==> src/rtl/core/tga_pkg.sv <==
`timescale 1ns / 1ps
// Package for the Targa byte-stream decoder: decoder phases, result kinds,
// header offsets and the result record. It depends on nothing else.
package tga_pkg;

  // Header layout and accepted formats.
  localparam int unsigned HdrLen = 18;
  localparam int unsigned HdrIdxW = $clog2(HdrLen);

  localparam logic [HdrIdxW-1:0] HDR_ID_LEN    = HdrIdxW'(0);
  localparam logic [HdrIdxW-1:0] HDR_TYPE      = HdrIdxW'(2);
  localparam logic [HdrIdxW-1:0] HDR_WIDTH_LO  = HdrIdxW'(12);
  localparam logic [HdrIdxW-1:0] HDR_WIDTH_HI  = HdrIdxW'(13);
  localparam logic [HdrIdxW-1:0] HDR_HEIGHT_LO = HdrIdxW'(14);
  localparam logic [HdrIdxW-1:0] HDR_HEIGHT_HI = HdrIdxW'(15);
  localparam logic [HdrIdxW-1:0] HDR_DEPTH     = HdrIdxW'(16);
  localparam logic [HdrIdxW-1:0] HDR_LAST      = HdrIdxW'(HdrLen - 1);

  localparam logic [7:0] TYPE_TRUE_COLOUR = 8'd2;
  localparam logic [7:0] TYPE_MONO        = 8'd3;
  localparam logic [7:0] TYPE_RLE_COLOUR  = 8'd10;

  localparam logic [7:0] DEPTH_8  = 8'd8;
  localparam logic [7:0] DEPTH_24 = 8'd24;
  localparam logic [7:0] DEPTH_32 = 8'd32;

  localparam logic [7:0] PKT_RUN_MASK   = 8'h80;
  localparam logic [7:0] PKT_COUNT_MASK = 8'h7F;

  typedef enum logic [2:0] {
    PH_HEADER  = 3'd0,
    PH_IDSKIP  = 3'd1,
    PH_RAW     = 3'd2,
    PH_PKTHDR  = 3'd3,
    PH_PKTDATA = 3'd4,
    PH_DONE    = 3'd5,
    PH_ERROR   = 3'd6
  } phase_e;

  typedef enum logic [2:0] {
    KIND_HEADER    = 3'd0,
    KIND_PIXEL     = 3'd1,
    KIND_BAD_TYPE  = 3'd2,
    KIND_BAD_DEPTH = 3'd3,
    KIND_OVERRUN   = 3'd4,
    KIND_TRUNCATED = 3'd5
  } kind_e;

  typedef struct packed {
    kind_e       kind;
    logic [31:0] pixel_word;
    logic [7:0]  repeat_count;
    logic [15:0] image_width;
    logic [15:0] image_height;
    logic [2:0]  component_count;
    logic        last_pixel;
  } result_t;

endpackage

==> src/rtl/core/tga_image_decoder.sv <==
`timescale 1ns / 1ps
// Targa image decoder: header parse, ID skip, raw and RLE pixel decode,
// with a two-entry result buffer. Depends on tga_pkg.
//
// Usage. Bytes of a Targa file arrive on the request channel (data_byte_i,
// end_of_stream_i) under in_valid_i / in_stall_o; a request is taken at a
// rising edge with in_valid_i high and in_stall_o low. Each request yields
// zero or one result on the result channel (out_valid_o / out_stall_i):
// header information, one pixel with a repeat count, or an error code.
// Each result is registered at the edge that takes its request. One
// request is taken per cycle while in_stall_o is low; all the work
// for a byte is one short pass of logic between the decoder state
// and the result register, the widest piece being the 16 by 16
// multiply that forms the pixel total at the last header byte.
// A result that waits behind a stalled receiver sits in the output
// register while a skid register takes the next one, so requests keep
// flowing; only when both are full is in_stall_o raised, and it drops the
// cycle after the receiver takes a result. Results are never lost or
// duplicated while stalled. Reset puts the decoder back to waiting for a
// header with one component per pixel and empties both result registers.
// end_of_stream_i returns the decoder to the header phase from any state.
module tga_image_decoder
  import tga_pkg::*;
(
  input  logic        clk_i,
  input  logic        rst_ni,
  input  logic        in_valid_i,
  output logic        in_stall_o,
  input  logic [7:0]  data_byte_i,
  input  logic        end_of_stream_i,
  output logic        out_valid_o,
  input  logic        out_stall_i,
  output logic [2:0]  kind_o,
  output logic [31:0] pixel_word_o,
  output logic [7:0]  repeat_count_o,
  output logic [15:0] image_width_o,
  output logic [15:0] image_height_o,
  output logic [2:0]  component_count_o,
  output logic        last_pixel_o
);

  // Decoder state.
  phase_e              phase_q, phase_d;
  logic [HdrIdxW-1:0]  header_index_q, header_index_d;
  logic [7:0]          id_skip_q, id_skip_d;
  logic [31:0]         pixels_left_q, pixels_left_d;
  logic [7:0]          packet_left_q, packet_left_d;
  logic                packet_is_run_q, packet_is_run_d;
  logic [1:0]          comp_index_q, comp_index_d;
  logic [31:0]         pixel_hold_q, pixel_hold_d;
  logic [2:0]          components_q, components_d;

  // Header bytes that are needed later. They are always written before
  // they are read, so they carry no reset.
  logic [7:0] hdr_id_len_q, hdr_id_len_d;
  logic [7:0] hdr_type_q, hdr_type_d;
  logic [7:0] hdr_width_lo_q, hdr_width_lo_d;
  logic [7:0] hdr_width_hi_q, hdr_width_hi_d;
  logic [7:0] hdr_height_lo_q, hdr_height_lo_d;
  logic [7:0] hdr_height_hi_q, hdr_height_hi_d;
  logic [7:0] hdr_depth_q, hdr_depth_d;

  // Result buffering.
  result_t out_q, out_d, skid_q, skid_d;
  logic    out_valid_q, out_valid_d, skid_valid_q, skid_valid_d;

  logic    in_accept;
  logic    res_valid;
  result_t res;

  // Shared datapath terms.
  logic [15:0] hdr_width, hdr_height;
  logic [31:0] pixel_total;
  logic        type_ok, depth_ok;
  logic [31:0] hold_merged, pixel_word;
  logic        pixel_done;
  logic [7:0]  pkt_count;
  logic        pkt_overrun;
  logic [7:0]  run_repeat;
  logic [31:0] raw_left, pkt_left_after;
  logic        truncated;

  // The skid register only fills while the output register is stalled, so
  // requests are held off exactly while it is occupied.
  assign in_stall_o = skid_valid_q;
  assign in_accept  = in_valid_i && !in_stall_o;

  // Header decode. The multiply result is only used after it has been
  // stored in pixels_left_q.
  assign hdr_width   = {hdr_width_hi_q, hdr_width_lo_q};
  assign hdr_height  = {hdr_height_hi_q, hdr_height_lo_q};
  assign pixel_total = hdr_width * hdr_height;
  assign type_ok     = (hdr_type_q == TYPE_TRUE_COLOUR) || (hdr_type_q == TYPE_MONO) ||
                       (hdr_type_q == TYPE_RLE_COLOUR);
  assign depth_ok    = (hdr_depth_q == DEPTH_8) || (hdr_depth_q == DEPTH_24) ||
                       (hdr_depth_q == DEPTH_32);

  // Pixel assembly: the byte goes into the lane chosen by the component
  // index; with three or four components the first and third bytes swap so
  // that blue-green-red becomes red-green-blue.
  assign hold_merged = pixel_hold_q | ({24'd0, data_byte_i} << {comp_index_q, 3'b000});
  assign pixel_done  = ({1'b0, comp_index_q} + 3'd1) >= components_q;
  assign pixel_word  = (components_q >= 3'd3) ?
                       {hold_merged[31:24], hold_merged[7:0],
                        hold_merged[15:8], hold_merged[23:16]} : hold_merged;

  // Packets.
  assign pkt_count   = (data_byte_i & PKT_COUNT_MASK) + 8'd1;
  assign pkt_overrun = {24'd0, pkt_count} > pixels_left_q;
  assign run_repeat  = packet_is_run_q ? packet_left_q : 8'd1;
  assign raw_left    = (pixels_left_q != 32'd0) ? pixels_left_q - 32'd1 : 32'd0;
  assign pkt_left_after = ({24'd0, run_repeat} > pixels_left_q) ? 32'd0 :
                          pixels_left_q - {24'd0, run_repeat};

  // A stream that ends part way through a header, the ID field or the
  // pixel data is reported as truncated.
  assign truncated = ((phase_q == PH_HEADER) && (header_index_q != '0)) ||
                     (phase_q == PH_IDSKIP) || (phase_q == PH_RAW) ||
                     (phase_q == PH_PKTHDR) || (phase_q == PH_PKTDATA);

  // Next state of the decoder.
  always_comb begin : next_state
    phase_d         = phase_q;
    header_index_d  = header_index_q;
    id_skip_d       = id_skip_q;
    pixels_left_d   = pixels_left_q;
    packet_left_d   = packet_left_q;
    packet_is_run_d = packet_is_run_q;
    comp_index_d    = comp_index_q;
    pixel_hold_d    = pixel_hold_q;
    components_d    = components_q;
    hdr_id_len_d    = hdr_id_len_q;
    hdr_type_d      = hdr_type_q;
    hdr_width_lo_d  = hdr_width_lo_q;
    hdr_width_hi_d  = hdr_width_hi_q;
    hdr_height_lo_d = hdr_height_lo_q;
    hdr_height_hi_d = hdr_height_hi_q;
    hdr_depth_d     = hdr_depth_q;

    if (in_accept) begin
      if (end_of_stream_i) begin
        phase_d         = PH_HEADER;
        header_index_d  = '0;
        id_skip_d       = 8'd0;
        pixels_left_d   = 32'd0;
        packet_left_d   = 8'd0;
        packet_is_run_d = 1'b0;
        comp_index_d    = 2'd0;
        pixel_hold_d    = 32'd0;
      end else begin
        case (phase_q)
          PH_HEADER: begin
            case (header_index_q)
              HDR_ID_LEN:    hdr_id_len_d    = data_byte_i;
              HDR_TYPE:      hdr_type_d      = data_byte_i;
              HDR_WIDTH_LO:  hdr_width_lo_d  = data_byte_i;
              HDR_WIDTH_HI:  hdr_width_hi_d  = data_byte_i;
              HDR_HEIGHT_LO: hdr_height_lo_d = data_byte_i;
              HDR_HEIGHT_HI: hdr_height_hi_d = data_byte_i;
              HDR_DEPTH:     hdr_depth_d     = data_byte_i;
              default: ;
            endcase
            if (header_index_q == HDR_LAST) begin
              header_index_d = '0;
              if (!type_ok || !depth_ok) begin
                phase_d = PH_ERROR;
              end else begin
                components_d    = hdr_depth_q[5:3];
                pixels_left_d   = pixel_total;
                id_skip_d       = hdr_id_len_q;
                comp_index_d    = 2'd0;
                pixel_hold_d    = 32'd0;
                packet_left_d   = 8'd0;
                packet_is_run_d = 1'b0;
                if (hdr_id_len_q != 8'd0) begin
                  phase_d = PH_IDSKIP;
                end else if (hdr_width == 16'd0 || hdr_height == 16'd0) begin
                  phase_d = PH_DONE;
                end else if (hdr_type_q == TYPE_RLE_COLOUR) begin
                  phase_d = PH_PKTHDR;
                end else begin
                  phase_d = PH_RAW;
                end
              end
            end else begin
              header_index_d = header_index_q + HdrIdxW'(1);
            end
          end
          PH_IDSKIP: begin
            id_skip_d = id_skip_q - 8'd1;
            if (id_skip_q == 8'd1) begin
              if (pixels_left_q == 32'd0) begin
                phase_d = PH_DONE;
              end else if (hdr_type_q == TYPE_RLE_COLOUR) begin
                phase_d = PH_PKTHDR;
              end else begin
                phase_d = PH_RAW;
              end
            end
          end
          PH_RAW: begin
            if (pixel_done) begin
              pixel_hold_d  = 32'd0;
              comp_index_d  = 2'd0;
              pixels_left_d = raw_left;
              if (raw_left == 32'd0) begin
                phase_d = PH_DONE;
              end
            end else begin
              pixel_hold_d = hold_merged;
              comp_index_d = comp_index_q + 2'd1;
            end
          end
          PH_PKTHDR: begin
            if (pkt_overrun) begin
              phase_d = PH_ERROR;
            end else begin
              packet_left_d   = pkt_count;
              packet_is_run_d = (data_byte_i & PKT_RUN_MASK) != 8'd0;
              comp_index_d    = 2'd0;
              pixel_hold_d    = 32'd0;
              phase_d         = PH_PKTDATA;
            end
          end
          PH_PKTDATA: begin
            if (pixel_done) begin
              pixel_hold_d  = 32'd0;
              comp_index_d  = 2'd0;
              pixels_left_d = pkt_left_after;
              if (packet_is_run_q) begin
                packet_left_d = 8'd0;
              end else if (packet_left_q != 8'd0) begin
                packet_left_d = packet_left_q - 8'd1;
              end
              if (pkt_left_after == 32'd0) begin
                phase_d = PH_DONE;
              end else if (packet_is_run_q || packet_left_q <= 8'd1) begin
                phase_d = PH_PKTHDR;
              end
            end else begin
              pixel_hold_d = hold_merged;
              comp_index_d = comp_index_q + 2'd1;
            end
          end
          default: ;
        endcase
      end
    end
  end

  // Result of the current request.
  always_comb begin : result_gen
    res_valid           = 1'b0;
    res.kind            = KIND_HEADER;
    res.pixel_word      = 32'd0;
    res.repeat_count    = 8'd0;
    res.image_width     = 16'd0;
    res.image_height    = 16'd0;
    res.component_count = components_d;
    res.last_pixel      = 1'b0;

    if (in_accept) begin
      if (end_of_stream_i) begin
        res_valid = truncated;
        res.kind  = KIND_TRUNCATED;
      end else begin
        case (phase_q)
          PH_HEADER: begin
            if (header_index_q == HDR_LAST) begin
              res_valid = 1'b1;
              if (!type_ok) begin
                res.kind = KIND_BAD_TYPE;
              end else if (!depth_ok) begin
                res.kind = KIND_BAD_DEPTH;
              end else begin
                res.kind         = KIND_HEADER;
                res.image_width  = hdr_width;
                res.image_height = hdr_height;
              end
            end
          end
          PH_RAW: begin
            res_valid        = pixel_done;
            res.kind         = KIND_PIXEL;
            res.pixel_word   = pixel_word;
            res.repeat_count = 8'd1;
            res.last_pixel   = raw_left == 32'd0;
          end
          PH_PKTHDR: begin
            res_valid = pkt_overrun;
            res.kind  = KIND_OVERRUN;
          end
          PH_PKTDATA: begin
            res_valid        = pixel_done;
            res.kind         = KIND_PIXEL;
            res.pixel_word   = pixel_word;
            res.repeat_count = run_repeat;
            res.last_pixel   = pkt_left_after == 32'd0;
          end
          default: ;
        endcase
      end
    end
  end

  // Output register with a skid stage behind it. A new result goes straight
  // to the output register when that is free or being taken; otherwise it
  // parks in the skid register, which drains as soon as the receiver takes
  // the waiting result.
  always_comb begin : out_buffer
    out_d        = out_q;
    skid_d       = skid_q;
    out_valid_d  = out_valid_q;
    skid_valid_d = skid_valid_q;
    if (skid_valid_q) begin
      if (!out_stall_i) begin
        out_d        = skid_q;
        skid_valid_d = 1'b0;
      end
    end else if (res_valid) begin
      if (!out_valid_q || !out_stall_i) begin
        out_d       = res;
        out_valid_d = 1'b1;
      end else begin
        skid_d       = res;
        skid_valid_d = 1'b1;
      end
    end else if (out_valid_q && !out_stall_i) begin
      out_valid_d = 1'b0;
    end
  end

  always_ff @(posedge clk_i or negedge rst_ni) begin
    if (!rst_ni) begin
      phase_q         <= PH_HEADER;
      header_index_q  <= '0;
      id_skip_q       <= 8'd0;
      pixels_left_q   <= 32'd0;
      packet_left_q   <= 8'd0;
      packet_is_run_q <= 1'b0;
      comp_index_q    <= 2'd0;
      pixel_hold_q    <= 32'd0;
      components_q    <= 3'd1;
      out_valid_q     <= 1'b0;
      skid_valid_q    <= 1'b0;
    end else begin
      phase_q         <= phase_d;
      header_index_q  <= header_index_d;
      id_skip_q       <= id_skip_d;
      pixels_left_q   <= pixels_left_d;
      packet_left_q   <= packet_left_d;
      packet_is_run_q <= packet_is_run_d;
      comp_index_q    <= comp_index_d;
      pixel_hold_q    <= pixel_hold_d;
      components_q    <= components_d;
      out_valid_q     <= out_valid_d;
      skid_valid_q    <= skid_valid_d;
    end
  end

  always_ff @(posedge clk_i) begin
    hdr_id_len_q    <= hdr_id_len_d;
    hdr_type_q      <= hdr_type_d;
    hdr_width_lo_q  <= hdr_width_lo_d;
    hdr_width_hi_q  <= hdr_width_hi_d;
    hdr_height_lo_q <= hdr_height_lo_d;
    hdr_height_hi_q <= hdr_height_hi_d;
    hdr_depth_q     <= hdr_depth_d;
    out_q           <= out_d;
    skid_q          <= skid_d;
  end

  assign out_valid_o       = out_valid_q;
  assign kind_o            = out_q.kind;
  assign pixel_word_o      = out_q.pixel_word;
  assign repeat_count_o    = out_q.repeat_count;
  assign image_width_o     = out_q.image_width;
  assign image_height_o    = out_q.image_height;
  assign component_count_o = out_q.component_count;
  assign last_pixel_o      = out_q.last_pixel;

`ifndef SYNTHESIS
  // The skid register is only ever filled behind a waiting output.
  assert property (@(posedge clk_i) disable iff (!rst_ni)
    skid_valid_q |-> out_valid_q)
    else $error("skid register holds a result with the output register empty");

  // Packet data is only decoded while the packet still owes pixels.
  assert property (@(posedge clk_i) disable iff (!rst_ni)
    (phase_q == PH_PKTDATA) |-> (packet_left_q != 8'd0))
    else $error("packet data phase with an empty packet");

  // Pixel phases always owe at least one pixel to the image.
  assert property (@(posedge clk_i) disable iff (!rst_ni)
    ((phase_q == PH_RAW) || (phase_q == PH_PKTHDR) || (phase_q == PH_PKTDATA))
      |-> (pixels_left_q != 32'd0))
    else $error("pixel phase with no pixels left");

  // A completed image leaves the decoder in the done phase.
  assert property (@(posedge clk_i) disable iff (!rst_ni)
    (in_accept && res_valid && res.last_pixel) |=> (phase_q == PH_DONE))
    else $error("last pixel reported but image not complete");
`endif

endmodule
==> config.mk <==
export PLATFORM = sky130hd
export DESIGN_NAME = tga_image_decoder
export DESIGN_NICKNAME = d
export VERILOG_FILES = /design/src/rtl/core/tga_pkg.sv /design/src/rtl/core/tga_image_decoder.sv
export SDC_FILE = /design/constraint.sdc
export NUM_CORES = 1
export LEC_CHECK = 0
export ABC_AREA = 0
export BUFFER_PORTS_ARGS = -buffer_cell sky130_fd_sc_hd__buf_2
export CORE_MARGIN = 2
export CORE_UTILIZATION = 65
export CTS_CLUSTER_SIZE = 14
export DETAILED_ROUTE_END_ITERATION = 10
export PLACE_DENSITY = 0.92
export SLEW_MARGIN = 20
export SYNTH_ARGS = -nofsm -noshare
export SYNTH_HDL_FRONTEND = slang
export SYNTH_SLANG_ARGS = --single-unit
export TNS_END_PERCENT = 100
==> constraint.sdc <==
create_clock -name clk_i -period 12.04 [get_ports clk_i]
set_clock_uncertainty 0.15 [all_clocks]
set_input_delay 2.408 -clock clk_i [delete_from_list [all_inputs] [get_ports clk_i]]
set_output_delay 2.408 -clock clk_i [all_outputs]
set_load 0.01 [all_outputs]
**Word-level counts from Yosys, hierarchy flattened**

Index checks and enable logic that the tools add are counted.

- Bits in read-only memories: 0
- Memories kept: 0
- Logic and storage cells: 231
- Register bits after elaboration: 310
- RAM bits: 0
- Output and inout port bits: 81
- Latch bits: 0

- Bitwise gates (word level): 4
- Reductions and logical operators: 59
- Equality and inequality tests: 29
- Mux-type cells: 92
- Multiply operators: 1
- Add/subtract/negate cells: 8
- Div/mod/pow operators: 0
- Magnitude comparators: 5
- Shift operators: 1

Operators by type and width:

| operator | count |
|---|---|
| two-way mux 32 bit | 16 |
| two-way mux 79 bit | 4 |
| one-hot mux 32 bit (3 select lines) | 2 |
| logical NOT 32 bit | 3 |
| two-way mux 8 bit | 11 |
| one-hot mux 40 bit (2 select lines) | 1 |
| two-way mux 75 bit | 1 |
| two-way mux 72 bit | 1 |
| greater-than comparator 8 x 32 -> 1 bit | 2 |
| two-way mux 3 bit | 20 |
| logical NOT 16 bit | 2 |
| multiplier 16 x 16 -> 32 bit | 1 |
| bitwise OR 32 bit | 1 |
| AND reduction 4 bit | 8 |
| nonzero test 32 bit | 1 |
| left shift 8 x 5 -> 32 bit | 1 |
| subtractor 32 x 1 -> 32 bit (second input constant) | 1 |
| subtractor 32 x 8 -> 32 bit | 1 |
| two-way mux 24 bit | 1 |
| one-hot mux 8 bit (3 select lines) | 1 |
| == test 5 x 4 -> 1 bit (second input constant) | 4 |
| two-way mux 1 bit | 17 |
| == test 8 x 2 -> 1 bit (second input constant) | 2 |
| == test 8 x 4 -> 1 bit (second input constant) | 2 |
| other kinds (49) | 95 |

**Depth between registers and ports, before layout**

- Depth in word-level cells: 13
- Depth in mapped cells: 25

**Worst setup path after synthesis**

Ideal clock, no wire load.

- Path type: in2reg
- Start: in data_byte_i[3]
- End: reg skid_q[0] (netlist name) (enable)
- Buffers on the path: 1
- Slack: 5375 ps
- Arrival: 6067 ps
- Stages: 11
- Cells stage by stage: clkbuf_1 > nand3_1 > nor2_1 > xor2_1 > ha_1 > nand3_1 > nor2_1 > a211oi_1 > o31ai_1 > a31oi_1 > and3_1

- Word-level cells in the longest chain between the ends: 6

RTL lines:

| element | RTL line | RTL |
|---|---|---|
| start: declaration | tga_image_decoder.sv:29 | `input logic [7:0] data_byte_i,` |
| adder 7 x 1 -> 8 bit | tga_image_decoder.sv:108 | `assign pkt_count = (data_byte_i & PKT_COUNT_MASK) + 8'd1;` |
| greater-than comparator 8 x 32 -> 1 bit | tga_image_decoder.sv:109 | `assign pkt_overrun = {24'd0, pkt_count} > pixels_left_q;` |
| one-hot mux 1 bit (3 select lines) | tga_image_decoder.sv:267 | `case (phase_q)` |
| two-way mux 1 bit | tga_image_decoder.sv:263 | `if (end_of_stream_i) begin` |
| two-way mux 1 bit | tga_image_decoder.sv:262 | `if (in_accept) begin` |
| AND reduction 3 bit (no line) | -- |  |
| end signal: assignment | tga_image_decoder.sv:370 | `skid_q <= skid_d;` |
| end: declaration | tga_image_decoder.sv:64 | `result_t out_q, out_d, skid_q, skid_d;` |

No other way between the ends.
A chain may end at the register's enable or synchronous reset.

**Worst setup path in the final report**

- Start: reg hdr_width_hi_q[2]
- End: reg pixels_left_q[30]

- Word-level cells in the longest chain between the ends: 5

RTL lines:

| element | RTL line | RTL |
|---|---|---|
| start: declaration | tga_image_decoder.sv:58 | `logic [7:0] hdr_width_hi_q, hdr_width_hi_d;` |
| start signal: assignment | tga_image_decoder.sv:365 | `hdr_width_hi_q <= hdr_width_hi_d;` |
| multiplier 16 x 16 -> 32 bit | tga_image_decoder.sv:92 | `assign pixel_total = hdr_width * hdr_height;` |
| two-way mux 32 bit | tga_image_decoder.sv:165 | `if (!type_ok \|\| !depth_ok) begin` |
| two-way mux 32 bit | tga_image_decoder.sv:163 | `if (header_index_q == HDR_LAST) begin` |
| one-hot mux 32 bit (3 select lines) | tga_image_decoder.sv:151 | `case (phase_q)` |
| two-way mux 32 bit | tga_image_decoder.sv:141 | `if (end_of_stream_i) begin` |
| end signal: assignment | tga_image_decoder.sv:350 | `pixels_left_q <= pixels_left_d;` |
| end: declaration | tga_image_decoder.sv:46 | `logic [31:0] pixels_left_q, pixels_left_d;` |

No other way between the ends. The select of a mux whose other input is x is not followed.

==> impl_metrics.yaml <==
critical_path:
  critPathArrivalTime_ps: 7530
  cp-end-kind: "flip-flop"
  setup.worst_path.start_class: "flip-flop"
  crit_required_ps: 12310
  crit_type: "reg -> reg"
  worstRegToRegCells: 21
  worstSetupStartpoint: "hdr_width_hi_q[2]"
  worstPathMaxFanout: 18
  r2r-start: "hdr_width_hi_q[2]"
placement:
  routabilityCongestion: 0.991
  portBuffers: 93
  hpwl_um: 46100
  dp.cells: 2802
  placed_area_um2: 24300
sta:
  finalHoldViolCount: 0
  slew_violations: 0
  setup_viol_count_final: 0
  max_clock_freq_mhz: 138
  fin_crit_sh_pct: 60.3
  period_minus_slack_ps: 7260
  tns_ps: 0
  worstMarginPinSlew_ps: 1100
  rsz0062_at_grt: "false"
  maxSlewHeadroom_pct: 26.5
floorplanning:
  fp.dieArea_um2: 38000
  placementRows: 69
  start_util_pct: 66.2
  die_y_um: 195
  fp.dieW_um: 195
  core_um2: 35700
  io_pins: 94
clock_tree:
  cts_buffers: 36
  cts.sinks: 310
  tritoncts: "built"
  post_cts_buffers: 0
  clkLatencyLatePin_ps: 550
  clk_path_buf_depth: 3
  path_clk_slew_ps: 60
  cts_resized: 0
  htreeDepth: 2
  cts_hold_buf: 0
  root_buffer: "clkbuf_16"
logic_synthesis:
  ys.flop_type: "edfxtp_1"
  synth-seq-cells: 310
  ys_seq_area_share_pct: 37.3
  syn_area_um2: 23700
  synth_nets: 2710
  yosysWarningCount: 0
  ys_types: 83
  syn_avg_cell_area_um2: 10.0
  synth_edf_count: 214
  async_flop_share_pct: 31.0
  synth_cells: 2367
final_layout:
  syn2layout_area_growth_pct: 7.95
  final_cell_count_no_fill: 2870
  drive_gt1_share_pct: 8.39
  utilization_pct: 71.5
  layout.nets: 2723
  finalInstanceArea_um2: 25500
routing:
  drc: 0
  num_vias: 19200
  via_per_inst: 6.70
  dr.pass1.iters: 6
  routed_wl_um: 68900
  drtAntennaViolNets: 0
  wl_per_cell_um: 24.0
  drt_iter0_drc: 2517
hold_path:
  min_from: "pixel_hold_q[6]"
  whs_path_depth: 2
  hp-class: "reg -> reg"
grt:
  use_met3_pct: 7.27
  antenna_found_initial: 2
  grt-busiest-layer: "met2"
  grt_pass1_wl_um: 109000
  grt_util_all_layers_pct: 36.7
  grtUsageMet1_pct: 46.8
  grt_max_degree: 81
  use_met2_pct: 60.0
  overflow: 0
  grt_pass1_vias: 19800
pwr:
  vdd_drop_max_uv: 185
  power_leakage_nw: 11.5
  p_per_area_nw_per_um2: 161
  power_mw: 4.11
outcome:
  status: "finished clean"
run:
  cap_violations: 0
-- flip-flops by register name, indices dropped and copies added, names as in the netlist, 16 cells and up --
register        cells
pixel_word_o       32
image_height_o     16
skid_q             79
pixels_left_q      32
pixel_hold_q       32
image_width_o      16
-- cell families (layout without fill, tap and decap cells) --
kind of cell    after synthesis  count (layout)  synth area share, %
simple gates                766             766                 16.2
xor+xnor                     59              59                 2.18
flops                       310             310                 37.3
mux                          10              10                0.444
fa+ha+maj                   330             330                 23.6
compound gates              499             499                 13.9
buf+inv                     393             434                 6.33
other cells                   0               1                    0
-- metal layers --
metal	part of all wire, %	vias up
met5	0.016	-
met4	5.9	2
met3	11	335
met2	47	1471
met1	35	9261
li1	-	8164
-- where the power goes --
part / total [mW] / switching (mW) / internal [mW]
Clock: 1.11 / 0.470 / 0.643
Sequential: 1.56 / 0.224 / 1.33
Combinational: 1.43 / 0.953 / 0.481
-- cells in the mapped netlist (all sizes together), types with 20 or more instances --
| master | number | area share [%] |
|---|---|---|
| inv | 262 | 4.2 |
| nand2 | 249 | 3.9 |
| edfxtp | 214 | 27 |
| fa | 195 | 16 |
| and2 | 161 | 4.3 |
| nor2 | 148 | 2.3 |
| ha | 135 | 7.1 |
| clkbuf | 117 | 1.9 |
| a21o | 103 | 3.3 |
| a21oi | 102 | 2.2 |
| dfrtp | 95 | 10 |
| o21ai | 94 | 2.0 |
| a31oi | 44 | 1.2 |
| nand3 | 39 | 0.85 |
| xnor2 | 37 | 1.4 |
| nor3 | 35 | 0.74 |
| nor4 | 30 | 0.95 |
| a211oi | 27 | 0.86 |
| xor2 | 22 | 0.81 |
| o31ai | 20 | 0.63 |
-- metrics by stage --
stage / setup WS (ps) / hold WS [ps]
finish: 4780 / 331
floorplan: 5380 / 299
CTS: 4900 / 331
global route: 4580 / 362
global placement: 5000 / 310
detailed placement: 4880 / 318
-- cell type report --
class,count,area [um2]
diodes,1,2.50
clock buffers,47,972
clock inverters,19,211
fillers,2367,10200
inverters,262,983
multi-input cells,1664,13400
flip-flops and latches,310,8830
well taps,461,577
repair buffers,106,586
-- cell usage in the layout, fill, tap and decap left out, types with 5 or more instances in the layout --
master / instances
and3_1: 16
a211oi_1: 27
clkinv_2: 8
o221ai_1: 6
a21oi_1: 101
o21ai_0: 90
nand4_1: 14
ha_1: 135
xnor2_1: 37
and2_1: 161
o22ai_1: 17
or3_1: 8
a31oi_1: 43
nor2_1: 148
inv_1: 262
a21o_1: 103
clkbuf_16: 36
buf_4: 13
nor4_1: 27
nand2b_1: 12
clkbuf_1: 8
a221oi_1: 8
o21a_1: 11
mux2i_1: 6
nor2b_1: 14
fa_1: 195
nand3_1: 38
edfxtp_1: 214
nor3_1: 31
dfrtp_1: 94
a22oi_1: 13
a221o_1: 5
o31ai_1: 19
buf_2: 92
nand2_1: 248
or4_1: 10
o211ai_1: 8
xor2_1: 22
-- final timing paths --
check                                         end  slack [ps]
worst max register to register  pixels_left_q[30]        4780
worst min-delay path              pixel_hold_q[6]         330
worst max-delay path            pixels_left_q[30]        4780
max in group asynchronous              in_stall_o        8810
min in group asynchronous        pixel_hold_q[27]        1740
worst min register to register    pixel_hold_q[6]         330
-- worst max-delay path, stage by stage (launching register included) --
cell,delay [ps]
edfxtp_1,790
nand2_1,180
fa_1,540
fa_1,580
fa_1,450
fa_1,560
inv_1,60
fa_1,500
inv_1,60
fa_1,480
inv_1,50
ha_1,330
a21o_1,180
a21o_1,170
a21oi_1,340
o21ai_0,290
a211oi_1,540
a21bo_2,240
a31oi_1,110
a31oi_1,240
mux2i_1,220
a21oi_1,80
Note: power is estimated with default switching activity, not from simulation.
